### config.mk
export PLATFORM = sky130hd
export DESIGN_NAME = programmable_fsm_reach_prune_unit
export DESIGN_NICKNAME = d
export VERILOG_FILES = /design/src/hw/rtl/fpr_pkg.sv /design/src/hw/rtl/fpr_ctrl.sv /design/src/hw/rtl/fpr_dp.sv /design/src/hw/rtl/programmable_fsm_reach_prune_unit.sv
export SDC_FILE = /design/constraint.sdc
export NUM_CORES = 1
export LEC_CHECK = 0
export BUFFER_PORTS_ARGS = -buffer_cell sky130_fd_sc_hd__buf_2
export CAP_MARGIN = 20
export CORE_MARGIN = 2
export CORE_UTILIZATION = 62
export CTS_BUF_LIST = sky130_fd_sc_hd__clkbuf_16
export CTS_CLUSTER_DIAMETER = 200
export CTS_CLUSTER_SIZE = 10
export DETAILED_ROUTE_END_ITERATION = 12
export PLACE_DENSITY = 0.77
export SETUP_SLACK_MARGIN = 0.3
export SLEW_MARGIN = 20
export SYNTH_ARGS = -nofsm -noshare
export SYNTH_HDL_FRONTEND = slang
export SYNTH_HIERARCHICAL = 1
export SYNTH_SLANG_ARGS = --single-unit
export TNS_END_PERCENT = 1
### constraint.sdc
create_clock -name clk -period 4.26 [get_ports clk]
set_clock_uncertainty 0.15 [all_clocks]
set_input_delay 0.213 -clock clk [delete_from_list [all_inputs] [get_ports clk]]
set_output_delay 0.213 -clock clk [all_outputs]
set_load 0.05 [all_outputs]
### src/hw/rtl/fpr_pkg.sv
// shared types and constants for the programmable fsm reach/prune unit
// no dependencies; imported by fpr_ctrl, fpr_dp and the top level
`default_nettype none

package fpr_pkg;

    localparam int DEF_NUM_STATES = 8;
    localparam int RESET_STATE    = 7;

    // power-on transition table, repeats every eight states
    localparam int INIT_ZERO [8] = '{6, 2, 5, 1, 0, 3, 4, 6};
    localparam int INIT_ONE  [8] = '{1, 1, 7, 4, 3, 7, 5, 0};

    localparam int IN_WORD_W  = 8;
    localparam int OUT_WORD_W = 24;

    typedef enum logic [2:0] {
        OP_STEP   = 3'd0,
        OP_SET    = 3'd1,
        OP_QUERY  = 3'd2,
        OP_PRUNE  = 3'd3,
        OP_DELETE = 3'd4,
        OP_READ   = 3'd5
    } op_t;

    localparam logic [1:0] ST_OK             = 2'd0;
    localparam logic [1:0] ST_TARGET_DELETED = 2'd1;
    localparam logic [1:0] ST_REACHABLE      = 2'd2;

    // controller to datapath
    typedef struct packed {
        logic load;
        logic expand;
        logic commit;
    } dp_cmd_t;

    // datapath to controller
    typedef struct packed {
        logic reach_op;
        logic stable;
    } dp_stat_t;

endpackage

`default_nettype wire

### src/hw/rtl/fpr_ctrl.sv
// sequencing controller: accept, closure rounds, result hand-off
// depends on fpr_pkg for the command and status structs
`default_nettype none

module fpr_ctrl
(
    input  wire logic              clk,
    input  wire logic              rst_n,
    input  wire logic              s_tvalid,
    output logic                   s_tready,
    output logic                   m_tvalid,
    input  wire logic              m_tready,
    input  wire fpr_pkg::dp_stat_t stat,
    output fpr_pkg::dp_cmd_t       cmd
);
    import fpr_pkg::*;

    typedef enum logic [1:0] {
        S_IDLE,
        S_CLOSE,
        S_FINISH
    } state_t;

    state_t state_reg;
    state_t state_next;
    logic   m_tvalid_reg;
    logic   m_tvalid_next;
    logic   out_free;

    assign s_tready = (state_reg == S_IDLE);
    assign m_tvalid = m_tvalid_reg;
    assign out_free = !m_tvalid_reg || m_tready;

    always_comb
    begin
        state_next    = state_reg;
        m_tvalid_next = m_tvalid_reg && !m_tready;
        cmd           = '0;
        case (state_reg)
            S_IDLE:
            begin
                if (s_tvalid)
                begin
                    cmd.load   = 1'b1;
                    state_next = stat.reach_op ? S_CLOSE : S_FINISH;
                end
            end
            S_CLOSE:
            begin
                // one expansion round a cycle until nothing new is reached
                if (stat.stable)
                    state_next = S_FINISH;
                else
                    cmd.expand = 1'b1;
            end
            S_FINISH:
            begin
                if (out_free)
                begin
                    cmd.commit    = 1'b1;
                    m_tvalid_next = 1'b1;
                    state_next    = S_IDLE;
                end
            end
            default:
            begin
                state_next = S_IDLE;
            end
        endcase
    end

    always_ff @(posedge clk or negedge rst_n)
    begin
        if (!rst_n)
        begin
            state_reg    <= S_IDLE;
            m_tvalid_reg <= 1'b0;
        end
        else
        begin
            state_reg    <= state_next;
            m_tvalid_reg <= m_tvalid_next;
        end
    end

endmodule

`default_nettype wire

### src/hw/rtl/fpr_dp.sv
// datapath: transition table cells, marks, reach vector and result register
// depends on fpr_pkg; driven by fpr_ctrl through dp_cmd_t
`default_nettype none

module fpr_dp #(
    parameter int NUM_STATES = fpr_pkg::DEF_NUM_STATES
)
(
    input  wire logic                                clk,
    input  wire logic                                rst_n,
    input  wire fpr_pkg::dp_cmd_t                    cmd,
    output fpr_pkg::dp_stat_t                        stat,
    input  wire logic [fpr_pkg::IN_WORD_W-1:0]       in_word,
    output logic      [fpr_pkg::OUT_WORD_W-1:0]      out_word
);
    import fpr_pkg::*;

    localparam int IW = $clog2(NUM_STATES);
    localparam logic [IW-1:0] CUR_RESET = IW'(RESET_STATE % NUM_STATES);

    // narrow 3-bit index folded into the state range
    function automatic logic [IW-1:0] wrap_idx(input logic [2:0] v);
        logic [2:0]    w;
        logic [IW+2:0] ext;
        w = v;
        for (int k = 0; k < 4; k++)
        begin
            if (int'(w) >= NUM_STATES)
                w = w - 3'(NUM_STATES);
        end
        ext = (IW+3)'(w);
        return ext[IW-1:0];
    endfunction

    function automatic logic [2:0] low3(input logic [IW-1:0] v);
        logic [IW+2:0] ext;
        ext = (IW+3)'(v);
        return ext[2:0];
    endfunction

    op_t                   in_op;
    op_t                   op_reg;
    logic                  sym_reg;
    logic [IW-1:0]         idx_reg;
    logic [IW-1:0]         cur_reg;
    logic [IW-1:0]         cur_next;
    logic [NUM_STATES-1:0] del_reg;
    logic [NUM_STATES-1:0] del_next;
    logic [NUM_STATES-1:0] rmark_reg;
    logic [NUM_STATES-1:0] rmark_next;
    logic [NUM_STATES-1:0] reach_reg;
    logic [NUM_STATES-1:0] grow;
    logic [NUM_STATES-1:0] wr0;
    logic [NUM_STATES-1:0] wr1;
    logic [IW-1:0]         n0 [NUM_STATES];
    logic [IW-1:0]         n1 [NUM_STATES];

    logic [1:0]            res_status;
    logic                  res_any;
    logic [NUM_STATES-1:0] res_mask;
    logic [NUM_STATES+7:0] mask_ext;
    logic [IW-1:0]         res_e0;
    logic [IW-1:0]         res_e1;
    logic                  res_ed;
    logic [OUT_WORD_W-1:0] out_reg;

    assign in_op         = op_t'(in_word[2:0]);
    assign stat.reach_op = (in_op == OP_QUERY) || (in_op == OP_PRUNE);
    assign stat.stable   = (grow == reach_reg);
    assign out_word      = out_reg;

    // command word
    always_ff @(posedge clk)
    begin
        if (cmd.load)
        begin
            op_reg  <= in_op;
            sym_reg <= in_word[3];
            idx_reg <= wrap_idx(in_word[6:4]);
        end
    end

    // table cells, each with its own reset value
    for (genvar g = 0; g < NUM_STATES; g++)
    begin : g_cell
        localparam logic [IW-1:0] R0 = IW'(INIT_ZERO[g % 8] % NUM_STATES);
        localparam logic [IW-1:0] R1 = IW'(INIT_ONE[g % 8] % NUM_STATES);

        always_ff @(posedge clk or negedge rst_n)
        begin
            if (!rst_n)
            begin
                n0[g] <= R0;
                n1[g] <= R1;
            end
            else
            begin
                if (wr0[g])
                    n0[g] <= idx_reg;
                if (wr1[g])
                    n1[g] <= idx_reg;
            end
        end
    end

    // edge retarget enables, only the current state's row
    always_comb
    begin
        wr0 = '0;
        wr1 = '0;
        if (cmd.commit && op_reg == OP_SET && !del_reg[idx_reg])
        begin
            if (sym_reg)
                wr1[cur_reg] = 1'b1;
            else
                wr0[cur_reg] = 1'b1;
        end
    end

    // one expansion round of the closure
    always_comb
    begin
        grow = reach_reg;
        for (int i = 0; i < NUM_STATES; i++)
        begin
            if (reach_reg[i])
                grow = grow | (NUM_STATES'(1) << n0[i]) | (NUM_STATES'(1) << n1[i]);
        end
    end

    always_ff @(posedge clk)
    begin
        if (cmd.load)
            reach_reg <= NUM_STATES'(1) << cur_reg;
        else if (cmd.expand)
            reach_reg <= grow;
    end

    // result and state update of the held command
    always_comb
    begin
        cur_next   = cur_reg;
        del_next   = del_reg;
        rmark_next = rmark_reg;
        res_status = ST_OK;
        res_any    = 1'b0;
        res_mask   = '0;
        res_e0     = '0;
        res_e1     = '0;
        res_ed     = 1'b0;
        case (op_reg)
            OP_STEP:
            begin
                cur_next = sym_reg ? n1[cur_reg] : n0[cur_reg];
            end
            OP_SET:
            begin
                if (del_reg[idx_reg])
                    res_status = ST_TARGET_DELETED;
            end
            OP_QUERY:
            begin
                rmark_next = reach_reg;
                res_any    = |(~reach_reg);
                res_mask   = ~reach_reg & ~del_reg;
            end
            OP_PRUNE:
            begin
                rmark_next = reach_reg;
                res_any    = |(~reach_reg);
                res_mask   = ~reach_reg;
                del_next   = del_reg | ~reach_reg;
            end
            OP_DELETE:
            begin
                // uses the mark left by the last query or prune
                if (rmark_reg[idx_reg])
                    res_status = ST_REACHABLE;
                else
                begin
                    del_next[idx_reg] = 1'b1;
                    res_mask          = NUM_STATES'(1) << idx_reg;
                end
            end
            OP_READ:
            begin
                res_e0 = n0[idx_reg];
                res_e1 = n1[idx_reg];
                res_ed = del_reg[idx_reg];
            end
            default:
            begin
                cur_next = cur_reg;
            end
        endcase
    end

    // only states 0..7 show in the mask
    assign mask_ext = (NUM_STATES+8)'(res_mask);

    always_ff @(posedge clk or negedge rst_n)
    begin
        if (!rst_n)
        begin
            cur_reg   <= CUR_RESET;
            del_reg   <= '0;
            rmark_reg <= '0;
        end
        else if (cmd.commit)
        begin
            cur_reg   <= cur_next;
            del_reg   <= del_next;
            rmark_reg <= rmark_next;
        end
    end

    always_ff @(posedge clk)
    begin
        if (cmd.commit)
            out_reg <= {3'b000, res_ed, low3(res_e1), low3(res_e0), mask_ext[7:0],
                        res_any, low3(cur_next), res_status};
    end

endmodule

`default_nettype wire

### src/hw/rtl/programmable_fsm_reach_prune_unit.sv
// top level of the programmable fsm reach/prune unit
// depends on fpr_pkg, fpr_ctrl and fpr_dp
//
// usage
//   the slave channel takes one command word at a time; the master channel
//   returns exactly one result word for each command, in order.
//   s_tready is high only while the unit is idle; a command is taken when
//   s_tvalid and s_tready are both high.
//   step, set edge, delete named and read entry: once the command is taken,
//   the result is registered and m_tvalid raised as soon as the output
//   register is free; the next command can be taken after that.
//   garbage query and delete unreachable run the closure from the current
//   state, one expansion round a cycle until no new state appears, before
//   the result is registered in the same way.
//   the result sits in an output register; a new command is taken while it
//   waits, but if the receiver stalls the unit holds the next finished
//   result and stops taking commands until m_tready frees the register.
//   reset restores the power-on transition table, clears all deleted and
//   reachable marks, sets the current state to 7 (folded into the state
//   range) and drops any pending result word.
`default_nettype none

module programmable_fsm_reach_prune_unit #(
    parameter int NUM_STATES = fpr_pkg::DEF_NUM_STATES
)
(
    input  wire logic                           clk,
    input  wire logic                           rst_n,
    input  wire logic                           s_tvalid,
    output logic                                s_tready,
    // opcode[2:0], symbol_bit[3], state_index[6:4], zero[7]
    input  wire logic [fpr_pkg::IN_WORD_W-1:0]  s_tdata,
    output logic                                m_tvalid,
    input  wire logic                           m_tready,
    // status[1:0], current_state[4:2], any_unreachable[5], state_mask[13:6],
    // entry_on_zero[16:14], entry_on_one[19:17], entry_deleted[20], zero[23:21]
    output logic      [fpr_pkg::OUT_WORD_W-1:0] m_tdata
);
    import fpr_pkg::*;

    dp_cmd_t  cmd;
    dp_stat_t stat;

    fpr_ctrl u_ctrl
    (
        .clk      (clk),
        .rst_n    (rst_n),
        .s_tvalid (s_tvalid),
        .s_tready (s_tready),
        .m_tvalid (m_tvalid),
        .m_tready (m_tready),
        .stat     (stat),
        .cmd      (cmd)
    );

    fpr_dp #(
        .NUM_STATES (NUM_STATES)
    ) u_dp
    (
        .clk      (clk),
        .rst_n    (rst_n),
        .cmd      (cmd),
        .stat     (stat),
        .in_word  (s_tdata),
        .out_word (m_tdata)
    );

endmodule

`default_nettype wire

After elaboration in Yosys (flattened, before gate mapping)

Cells that the tools add are included.

Register bits after elaboration: 106
Bits in latches: 0
Memory bits (writable): 0
ROM bits: 0
Input bits: 12
Memories kept: 0

Add/sub/neg operators: 0
$mul: 0
Div/mod/pow operators: 0
Order comparisons: 6
Equality and inequality tests: 14
Shifts and indexed selects: 18
Muxes and demuxes: 56
Bitwise operators: 23
Reductions and logical operators: 19

Operators by type and width:

| kind                                                              | number |
|---|---|
| bitwise OR 8 bit                                                  | 18 |
| left shift 1 x 3 -> 8 bit, first input constant                   | 18 |
| 2-to-1 mux 8 bit                                                  | 16 |
| binary-select mux 3 bit (select 3 bit)                            | 4 |
| 2-to-1 mux 3 bit                                                  | 10 |
| one-hot mux 8 bit (3 select lines)                                | 1 |
| NOT 8 bit                                                         | 2 |
| one-hot mux 8 bit (2 select lines)                                | 1 |
| 2-to-1 mux 1 bit                                                  | 13 |
| equality test 3 x 2 -> 1 bit, second input constant               | 4 |
| 2-to-1 mux 2 bit                                                  | 5 |
| AND 8 bit                                                         | 1 |
| equality test 8 bit                                               | 1 |
| greater-or-equal comparator 4 bit, second input constant          | 2 |
| less-than comparator 3 x 4 -> 1 bit, second input constant        | 2 |
| NOT 3 -> 4 bit                                                    | 2 |
| OR reduction 8 bit                                                | 1 |
| binary-select mux 1 bit (select 3 bit)                            | 2 |
| demux 1 bit (select 3 bit)                                        | 2 |
| equality test 3 bit, second input constant                        | 2 |
| greater-or-equal comparator 3 x 1 -> 1 bit, second input constant | 2 |
| != test 2 bit, second input constant                              | 3 |
| one-hot mux 2 bit (3 select lines)                                | 1 |
| AND reduction 3 bit                                               | 2 |
| 13 further kinds                                                  | 21 |

Depth between registers and ports, before layout

Gate-level depths: netlist (run 1).

Depth in word-level cells: 30
Mapped depth: 10
Mapped depth without buffers: 8

Cells and area by module

The synthesis (run 1) kept the hierarchy.

By module, submodules not included:

| module   | instances | cells each | area each (um^2) | seq. area each (um^2) |
|---|---|---|---|---|
| fpr_dp   | 1         | 642        | 6643.9           | 2791.4 |
| fpr_ctrl | 1         | 14         | 153.9            | 75.1 |

Worst setup path before layout (run 1)

No wires, ideal clock.

Path kind: reg-to-reg
Start: register u_ctrl.m_tvalid_reg (netlist: u_ctrl/m_tvalid)
End: register u_dp/n1[22] (netlist name)
Library setup time: 0.125 ns
Arrival time: 3.102 ns
Data required time: 3.985 ns
Path slack: 0.883 ns
Cell stages (with the launch flop): 7
Period minus slack after synthesis: 3.377 ns
Cells stage by stage: dfrtp_1 nand2b_1 nor2b_1 nand4b_1 or2_1 nor4_4 mux2_2

RTL lines:

| element                        | RTL line       | source |
|---|---|---|
| start: declaration             | fpr_ctrl.sv:26 | `logic m_tvalid_reg;` |
| start signal: assignment       | fpr_ctrl.sv:82 | `m_tvalid_reg <= m_tvalid_next;` |
| end signal: indexed assignment | fpr_dp.sv:101  | `n1[g] <= idx_reg;` |
| end: declaration               | fpr_dp.sv:56   | `logic [IW-1:0] n1 [NUM_STATES];` |

==> results.py, run 1 <==
metrics = {
    "run_status": {
        "status": "finished clean",
    },
    "die": {
        "dieArea_mm2": 0.0118,
        "die_w_um": 109,
        "core_area_mm2": 0.0107,
        "initial_utilization_pct": 63.3,
        "rows": 38,
        "ios": 38,
        "chipHeight_um": 109,
    },
    "global_routing": {
        "grt_use_total_pct": 39.7,
        "grt_pass1_vias": 5607,
        "grt_use_met3_pct": 10.6,
        "grtUsageMet2_pct": 59.3,
        "grt_busiest_layer": "met2",
        "antenna_found_initial": 0,
        "grtUsageMet1_pct": 54.4,
        "grt_max_degree": 43,
        "grt_pass1_wl_um": 34000,
        "overflow": 0,
    },
    "timing": {
        "tightestPinTransition_ns": 0.950,
        "final-hold-violation-count": 0,
        "period_minus_slack_ns": 3.69,
        "max_slew_margin_pct": 36.2,
        "fin_ws_ns": 0.573,
        "rsz0062_at_grt": "no",
        "fin_tns_setup_ns": 0,
        "post-route-period-util_pct": 86.5,
        "max_freq_mhz": 271,
        "timing.hold.ws_ns": 0.0473,
        "setup_viol": 0,
        "maxSlewViolCount": 0,
    },
    "cts": {
        "ctsResizeCount": 0,
        "cts_setup_buffers": 0,
        "hold_buffers": 9,
        "clock_path_buffers": 2,
        "cts_tree": "yes",
        "clock-sinks": 106,
        "clock-root-buffer": "clkbuf_16",
        "clk-insertion-delay-late_ns": 0.36,
        "cts_buffers": 9,
        "clk_pin_slew_ns": 0.07,
        "htreeDepth": 3,
    },
    "yosys": {
        "synth_seq_cells": 106,
        "yosysTopAreaCell": "edfxtp_1",
        "synth_area_per_cell_um2": 10.4,
        "yosysTopAreaCellShare_pct": 15.9,
        "yosysMostFrequentCell": "clkbuf_1",
        "synth_edf_count": 36,
        "synth-async-reset-ratio_pct": 66.0,
        "syn_area_mm2": 0.00680,
        "synth.area.top_cells": "edfxtp_1, dfrtp_1, mux2_2",
        "syn_inst": 656,
        "ys_seq_area_share_pct": 42.2,
        "ys.flop_type": "dfrtp_1",
        "synth_cell_types": 63,
        "ys_top_cells_by_count": "clkbuf_1, mux2_2, nor2_1, dfrtp_1, edfxtp_1",
        "yosys_warnings": 6,
    },
    "pwr": {
        "switching_share_pct": 44.4,
        "ir_drop_uv": 621,
        "clkPwrFrac_pct": 18.7,
        "power.density_mw_per_mm2": 622,
        "p_int_w": 0.00255,
        "power.switching_w": 0.00204,
        "seqPwrFrac_pct": 41.6,
        "power_leakage_nw": 2.86,
        "combPwrFrac_pct": 39.7,
    },
    "cells_and_area": {
        "final_area_mm2": 0.00737,
        "layout-drive-gt1-share_pct": 28.2,
        "layout.cells.non_filler": 795,
        "diodes": 0,
        "syn_to_final_growth_pct": 8.41,
        "finalNetCount": 662,
    },
    "routing": {
        "viasPerCell": 7.39,
        "ant_nets": 0,
        "firstDrtPassIters": 6,
        "routed_wirelength_um": 22200,
        "wl_per_cell_um": 27.9,
        "vias": 5876,
        "drc": 0,
        "first_iter_violations": 900,
    },
    "critical_path": {
        "path_class": "reg -> reg",
        "startpoint_type": "register",
        "crit_chain": "nand4b_1 > nand4_1 > or4_1 > a311o_1 > o2bb2ai_1 > nor4_1 > nor3b_1 > or2_2",
        "reg2reg_to": "u_dp/reach_reg[2]$_DFFE_PP_",
        "path_delay_family": "simple AND/OR/NAND/NOR gates",
        "cp.required_ns": 4.19,
        "slowest_stage": "or4_1",
        "ff2ff_setup_slack_ns": 0.57,
        "cp.arrival_ns": 3.62,
        "cp_max_fo": 13,
        "reg2reg_depth": 8,
        "crit_buf_inv": 0,
        "end_kind": "register",
        "reg2reg_from": "u_dp/reach_reg[1]$_DFFE_PP_",
        "crit_path_max_incr_delay_ns": 0.65,
    },
    "place": {
        "io_buffers": 33,
        "dp_slack_ns": 0.738,
        "dp_cells": 770,
        "gp_congestion": 1.06,
        "place_area_mm2": 0.00698,
        "hpwl_um": 14900,
    },
    "hold_path": {
        "worstHoldStart": "m_tready",
        "hold_end": "u_ctrl/m_tvalid$_DFF_PN0_",
        "whs_path_depth": 3,
        "hold_class": "in -> reg",
    },
    "job": {
        "max-cap-violations": 0,
    },
}
-- worst max path at each step --
stage,from,to,slack [ns],depth (start not counted)
2_1_floorplan,u_ctrl/m_tvalid$_DFF_PN0_,u_dp/n1[22]$_DFFE_PN0P_,0.88,6
3_3_place_gp,u_dp/reach_reg[1]$_DFFE_PP_,u_dp/reach_reg[1]$_DFFE_PP_,0.71,8
3_5_place_dp,u_dp/reach_reg[1]$_DFFE_PP_,u_dp/reach_reg[0]$_DFFE_PP_,0.74,8
4_1_cts,u_dp/reach_reg[1]$_DFFE_PP_,u_dp/reach_reg[0]$_DFFE_PP_,0.72,8
5_1_grt,u_dp/reach_reg[2]$_DFFE_PP_,u_dp/reach_reg[2]$_DFFE_PP_,0.57,8
6_report,u_dp/reach_reg[1]$_DFFE_PP_,u_dp/reach_reg[2]$_DFFE_PP_,0.57,8
-- cells by family after synthesis --
family / Yosys count / share of synthesized area [%]
AND/OR/NAND/NOR: 251 / 23.3
AO/OA/AOI/OAI: 106 / 10.2
flip-flops: 106 / 42.2
multiplexers: 97 / 18.8
buffers and inverters: 95 / 5.45
other: 1 / 0.0552
-- power groups by stage --
stage          Combinational [W]  Clock (W)  Sequential [W]
6_report                 0.00182   0.000858         0.00191
5_1_grt                  0.00192   0.000910         0.00194
4_1_cts                  0.00178   0.000873         0.00187
3_5_place_dp             0.00176          0         0.00189
3_3_place_gp             0.00172          0         0.00188
2_1_floorplan            0.00127          0         0.00175
-- cell type report --
type | instances | area, um2
sequential | 106 | 2870
fill | 816 | 3380
tap | 140 | 175
clock inverter | 7 | 77.6
inverter | 15 | 56.3
multi-input combinational | 457 | 3570
timing repair buffer | 61 | 398
clock buffer | 9 | 225
-- placed cells by master, fill, tap and decap left out, types with 4 or more instances in the layout --
| cell type | n |
|---|---|
| and4b_1 | 6 |
| nor3b_1 | 8 |
| dfrtp_1 | 43 |
| nand2b_1 | 9 |
| nor2_1 | 51 |
| dlygate4sd3_1 | 9 |
| o21ai_0 | 30 |
| dfstp_2 | 27 |
| a21oi_1 | 14 |
| nand3_1 | 14 |
| nand3b_1 | 4 |
| and3_1 | 4 |
| or3_1 | 4 |
| inv_1 | 15 |
| nor4b_1 | 8 |
| nor4bb_1 | 19 |
| mux4_2 | 18 |
| o22ai_1 | 11 |
| nor3_1 | 8 |
| clkbuf_16 | 9 |
| mux2i_1 | 13 |
| a221oi_1 | 5 |
| nor2b_1 | 14 |
| nand4_1 | 26 |
| mux2_2 | 66 |
| edfxtp_1 | 36 |
| nand4b_1 | 32 |
| buf_4 | 19 |
| nand2_1 | 28 |
| a31oi_1 | 13 |
| buf_2 | 33 |
| a21o_1 | 9 |
-- metrics by stage --
| step | utilization [%] | total power, W |
|---|---|---|
| 6_report | 68.6 | 0.00458 |
| 5_1_grt | 68.6 | 0.00477 |
| 4_1_cts | 68.6 | 0.00452 |
| 3_5_place_dp | 64.9 | 0.00365 |
| 3_3_place_gp | 64.9 | 0.00360 |
| 2_1_floorplan | - | 0.00302 |
-- per-layer routing --
layer / up-vias / wire length, um
met5: - / 0
met4: 0 / 1030
met3: 88 / 2930
met2: 474 / 9890
met1: 2835 / 8350
li1: 2479 / -
-- tightest hold or removal path, cell delays in order --
cell      delay [ns]
buf_2           0.08
nand2b_1        0.15
nand2_1         0.07
No activity file was read; power rests on OpenSTA's default activity.
==> run 2, diff against run 1 <==
--- a/config.mk
+++ b/config.mk
@@ -7,6 +7,7 @@
 export LEC_CHECK = 0
 export BUFFER_PORTS_ARGS = -buffer_cell sky130_fd_sc_hd__buf_2
 export CAP_MARGIN = 20
+export CORE_ASPECT_RATIO = 0.9
 export CORE_MARGIN = 2
 export CORE_UTILIZATION = 62
 export CTS_BUF_LIST = sky130_fd_sc_hd__clkbuf_16
==> results.py, run 2 (same netlist as run 1, synthesis figures left out) <==
metrics = {
    "run_status": {
        "status": "finished clean",
    },
    "global_routing": {
        "antenna_found_initial": 1,
        "overflow": 0,
        "grt_busiest_layer": "met2",
        "grt_pass1_wl_um": 32300,
        "grt_use_met3_pct": 11.1,
        "grtUsageMet1_pct": 53.8,
        "grt_max_degree": 40,
        "grt_pass1_vias": 5325,
        "grt_use_total_pct": 37.7,
        "grtUsageMet2_pct": 55.5,
    },
    "die": {
        "core_area_mm2": 0.0108,
        "rows": 36,
        "dieArea_mm2": 0.0118,
        "die_w_um": 114,
        "initial_utilization_pct": 63.1,
        "chipHeight_um": 103,
        "ios": 38,
    },
    "cells_and_area": {
        "seq_area_mm2": 0.00287,
        "syn_to_final_growth_pct": 7.80,
        "fillers": 828,
        "mostFrequentLayoutCells": "mux2_2, nor2_1, dfrtp_1",
        "diodes": 0,
        "finalNetCount": 659,
        "final_area_mm2": 0.00733,
        "layout-drive-gt1-share_pct": 28.1,
        "multiInputGateArea_mm2": 0.00357,
        "final_common_cell": "mux2_2",
    },
    "critical_path": {
        "cp.arrival_ns": 3.46,
        "reg2reg_to": "u_dp/reach_reg[1]$_DFFE_PP_",
        "path_class": "reg -> reg",
        "reg2reg_depth": 8,
        "end_kind": "register",
        "cp.required_ns": 4.20,
        "reg2reg_from": "u_dp/n1[18]$_DFFE_PN1P_",
        "cp_max_fo": 10,
        "startpoint_type": "register",
        "ff2ff_setup_slack_ns": 0.75,
    },
    "pwr": {
        "power.density_mw_per_mm2": 613,
        "combPwrFrac_pct": 38.8,
        "switching_share_pct": 44.0,
        "seqPwrFrac_pct": 43.1,
        "clkPwrFrac_pct": 18.1,
        "power.switching_w": 0.00198,
        "p_int_w": 0.00252,
        "ir_drop_uv": 637,
        "power_leakage_nw": 2.85,
    },
    "routing": {
        "viasPerCell": 7.33,
        "routed_wirelength_um": 21200,
        "firstDrtPassIters": 6,
        "ant_nets": 0,
        "drc": 0,
        "vias": 5751,
        "first_iter_violations": 735,
        "wl_per_cell_um": 27.0,
    },
    "timing": {
        "tightestPinTransition_ns": 0.824,
        "setup_viol": 0,
        "fin_tns_setup_ns": 0,
        "rsz0062_at_grt": "no",
        "max_freq_mhz": 285,
        "final-hold-violation-count": 0,
        "period_minus_slack_ns": 3.51,
        "max_slew_margin_pct": 45.1,
        "post-route-period-util_pct": 82.5,
        "maxSlewViolCount": 0,
    },
    "cts": {
        "clk_pin_slew_ns": 0.07,
        "cts_tree": "yes",
        "clock-sinks": 106,
        "clk-insertion-delay-late_ns": 0.36,
        "cts_buffers": 9,
        "ctsResizeCount": 0,
        "clock-root-buffer": "clkbuf_16",
        "clock_path_buffers": 2,
        "htreeDepth": 3,
    },
    "place": {
        "io_buffers": 33,
        "place_area_mm2": 0.00695,
        "hpwl_um": 14500,
        "gp_congestion": 0.987,
    },
    "job": {
        "max-cap-violations": 0,
    },
    "hold_path": {
        "whs_path_depth": 3,
        "worstHoldStart": "m_tready",
        "hold_end": "u_ctrl/m_tvalid$_DFF_PN0_",
        "hold_class": "in -> reg",
    },
}
-- run 2: changes by cell type in the layout (fill, tap and decap cells not counted) --
cell | previous run | this run
clkbuf_16 | 9 | 10
inv_4 | 0 | 1
clkinv_4 | 1 | 0
bufinv_16 | 1 | 0
clkinv_2 | 1 | 2
clkinvlp_4 | 1 | 0
buf_4 | 19 | 16
inv_6 | 0 | 3
clkinv_1 | 1 | 0
inv_8 | 2 | 0
-- run 2: power groups by stage --
stage	combinational [W]	clock, W	sequential (W)
detailed placement	0.00170	0	0.00192
global placement	0.00167	0	0.00190
finish	0.00174	0.000814	0.00194
global route	0.00185	0.000867	0.00198
floorplan	0.00127	0	0.00175
CTS	0.00171	0.000830	0.00191
-- run 2: worst max-delay path by stage --
stage                                startpoint                     endpoint  slack, ns  cells after the start
finish                  u_dp/n1[18]$_DFFE_PN1P_  u_dp/reach_reg[1]$_DFFE_PP_       0.75                      8
global route        u_dp/reach_reg[3]$_DFFE_PP_  u_dp/reach_reg[6]$_DFFE_PP_       0.66                      8
CTS                     u_dp/n1[18]$_DFFE_PN1P_  u_dp/reach_reg[6]$_DFFE_PP_       0.85                      8
detailed placement      u_dp/n1[18]$_DFFE_PN1P_  u_dp/reach_reg[1]$_DFFE_PP_       0.85                      8
global placement        u_dp/n1[18]$_DFFE_PN1P_  u_dp/reach_reg[1]$_DFFE_PP_       0.88                      8
floorplan             u_ctrl/m_tvalid$_DFF_PN0_      u_dp/n1[22]$_DFFE_PN0P_       0.88                      6
-- run 2: what timing repair did --
item,in CTS,in global routing
endpoints found under the hold margin,34,0
setup buffers,0,0
hold buffers,9,0
-- run 2: area by class of cell --
class                           count  area share (%)
Clock buffer                       10            3.41
Clock inverter                      6           0.581
Inverter                           15           0.768
Multi-Input combinational cell    457            48.7
Sequential cell                   106            39.1
Tap cell                          133            2.27
Timing Repair Buffer               58            5.12
-- run 2: metrics by stage --
| stage | hold WS, ns | setup slack, ns | instances | power (W) | util (%) |
|---|---|---|---|---|---|
| detailed placement | 0.192 | 0.849 | 760 | 0.00362 | 64.5 |
| CTS | 0.0230 | 0.854 | 785 | 0.00445 | 68.1 |
| floorplan | -0.233 | 0.883 | 658 | 0.00302 | - |
| global placement | 0.166 | 0.883 | 760 | 0.00357 | 64.5 |
| finish | 0.0182 | 0.745 | 785 | 0.00450 | 68.1 |
| global route | 0.0596 | 0.662 | 785 | 0.00470 | 68.1 |
-- run 2: per-layer routing --
metal / wire length, um / share of wire, %
met2: 9350 / 44
met4: 609 / 2.9
met5: 0 / 0
met1: 8700 / 41
met3: 2570 / 12
-- run 2: worst max-delay path: stages, from the launching register on --
cell       delay [ns]
dfstp_2          0.65
nand4b_1         0.16
nand4_1          0.14
or4_1            0.63
a311o_1          0.35
o2bb2ai_1        0.14
nor4_1           0.50
nor3b_1          0.12
or2_2            0.42
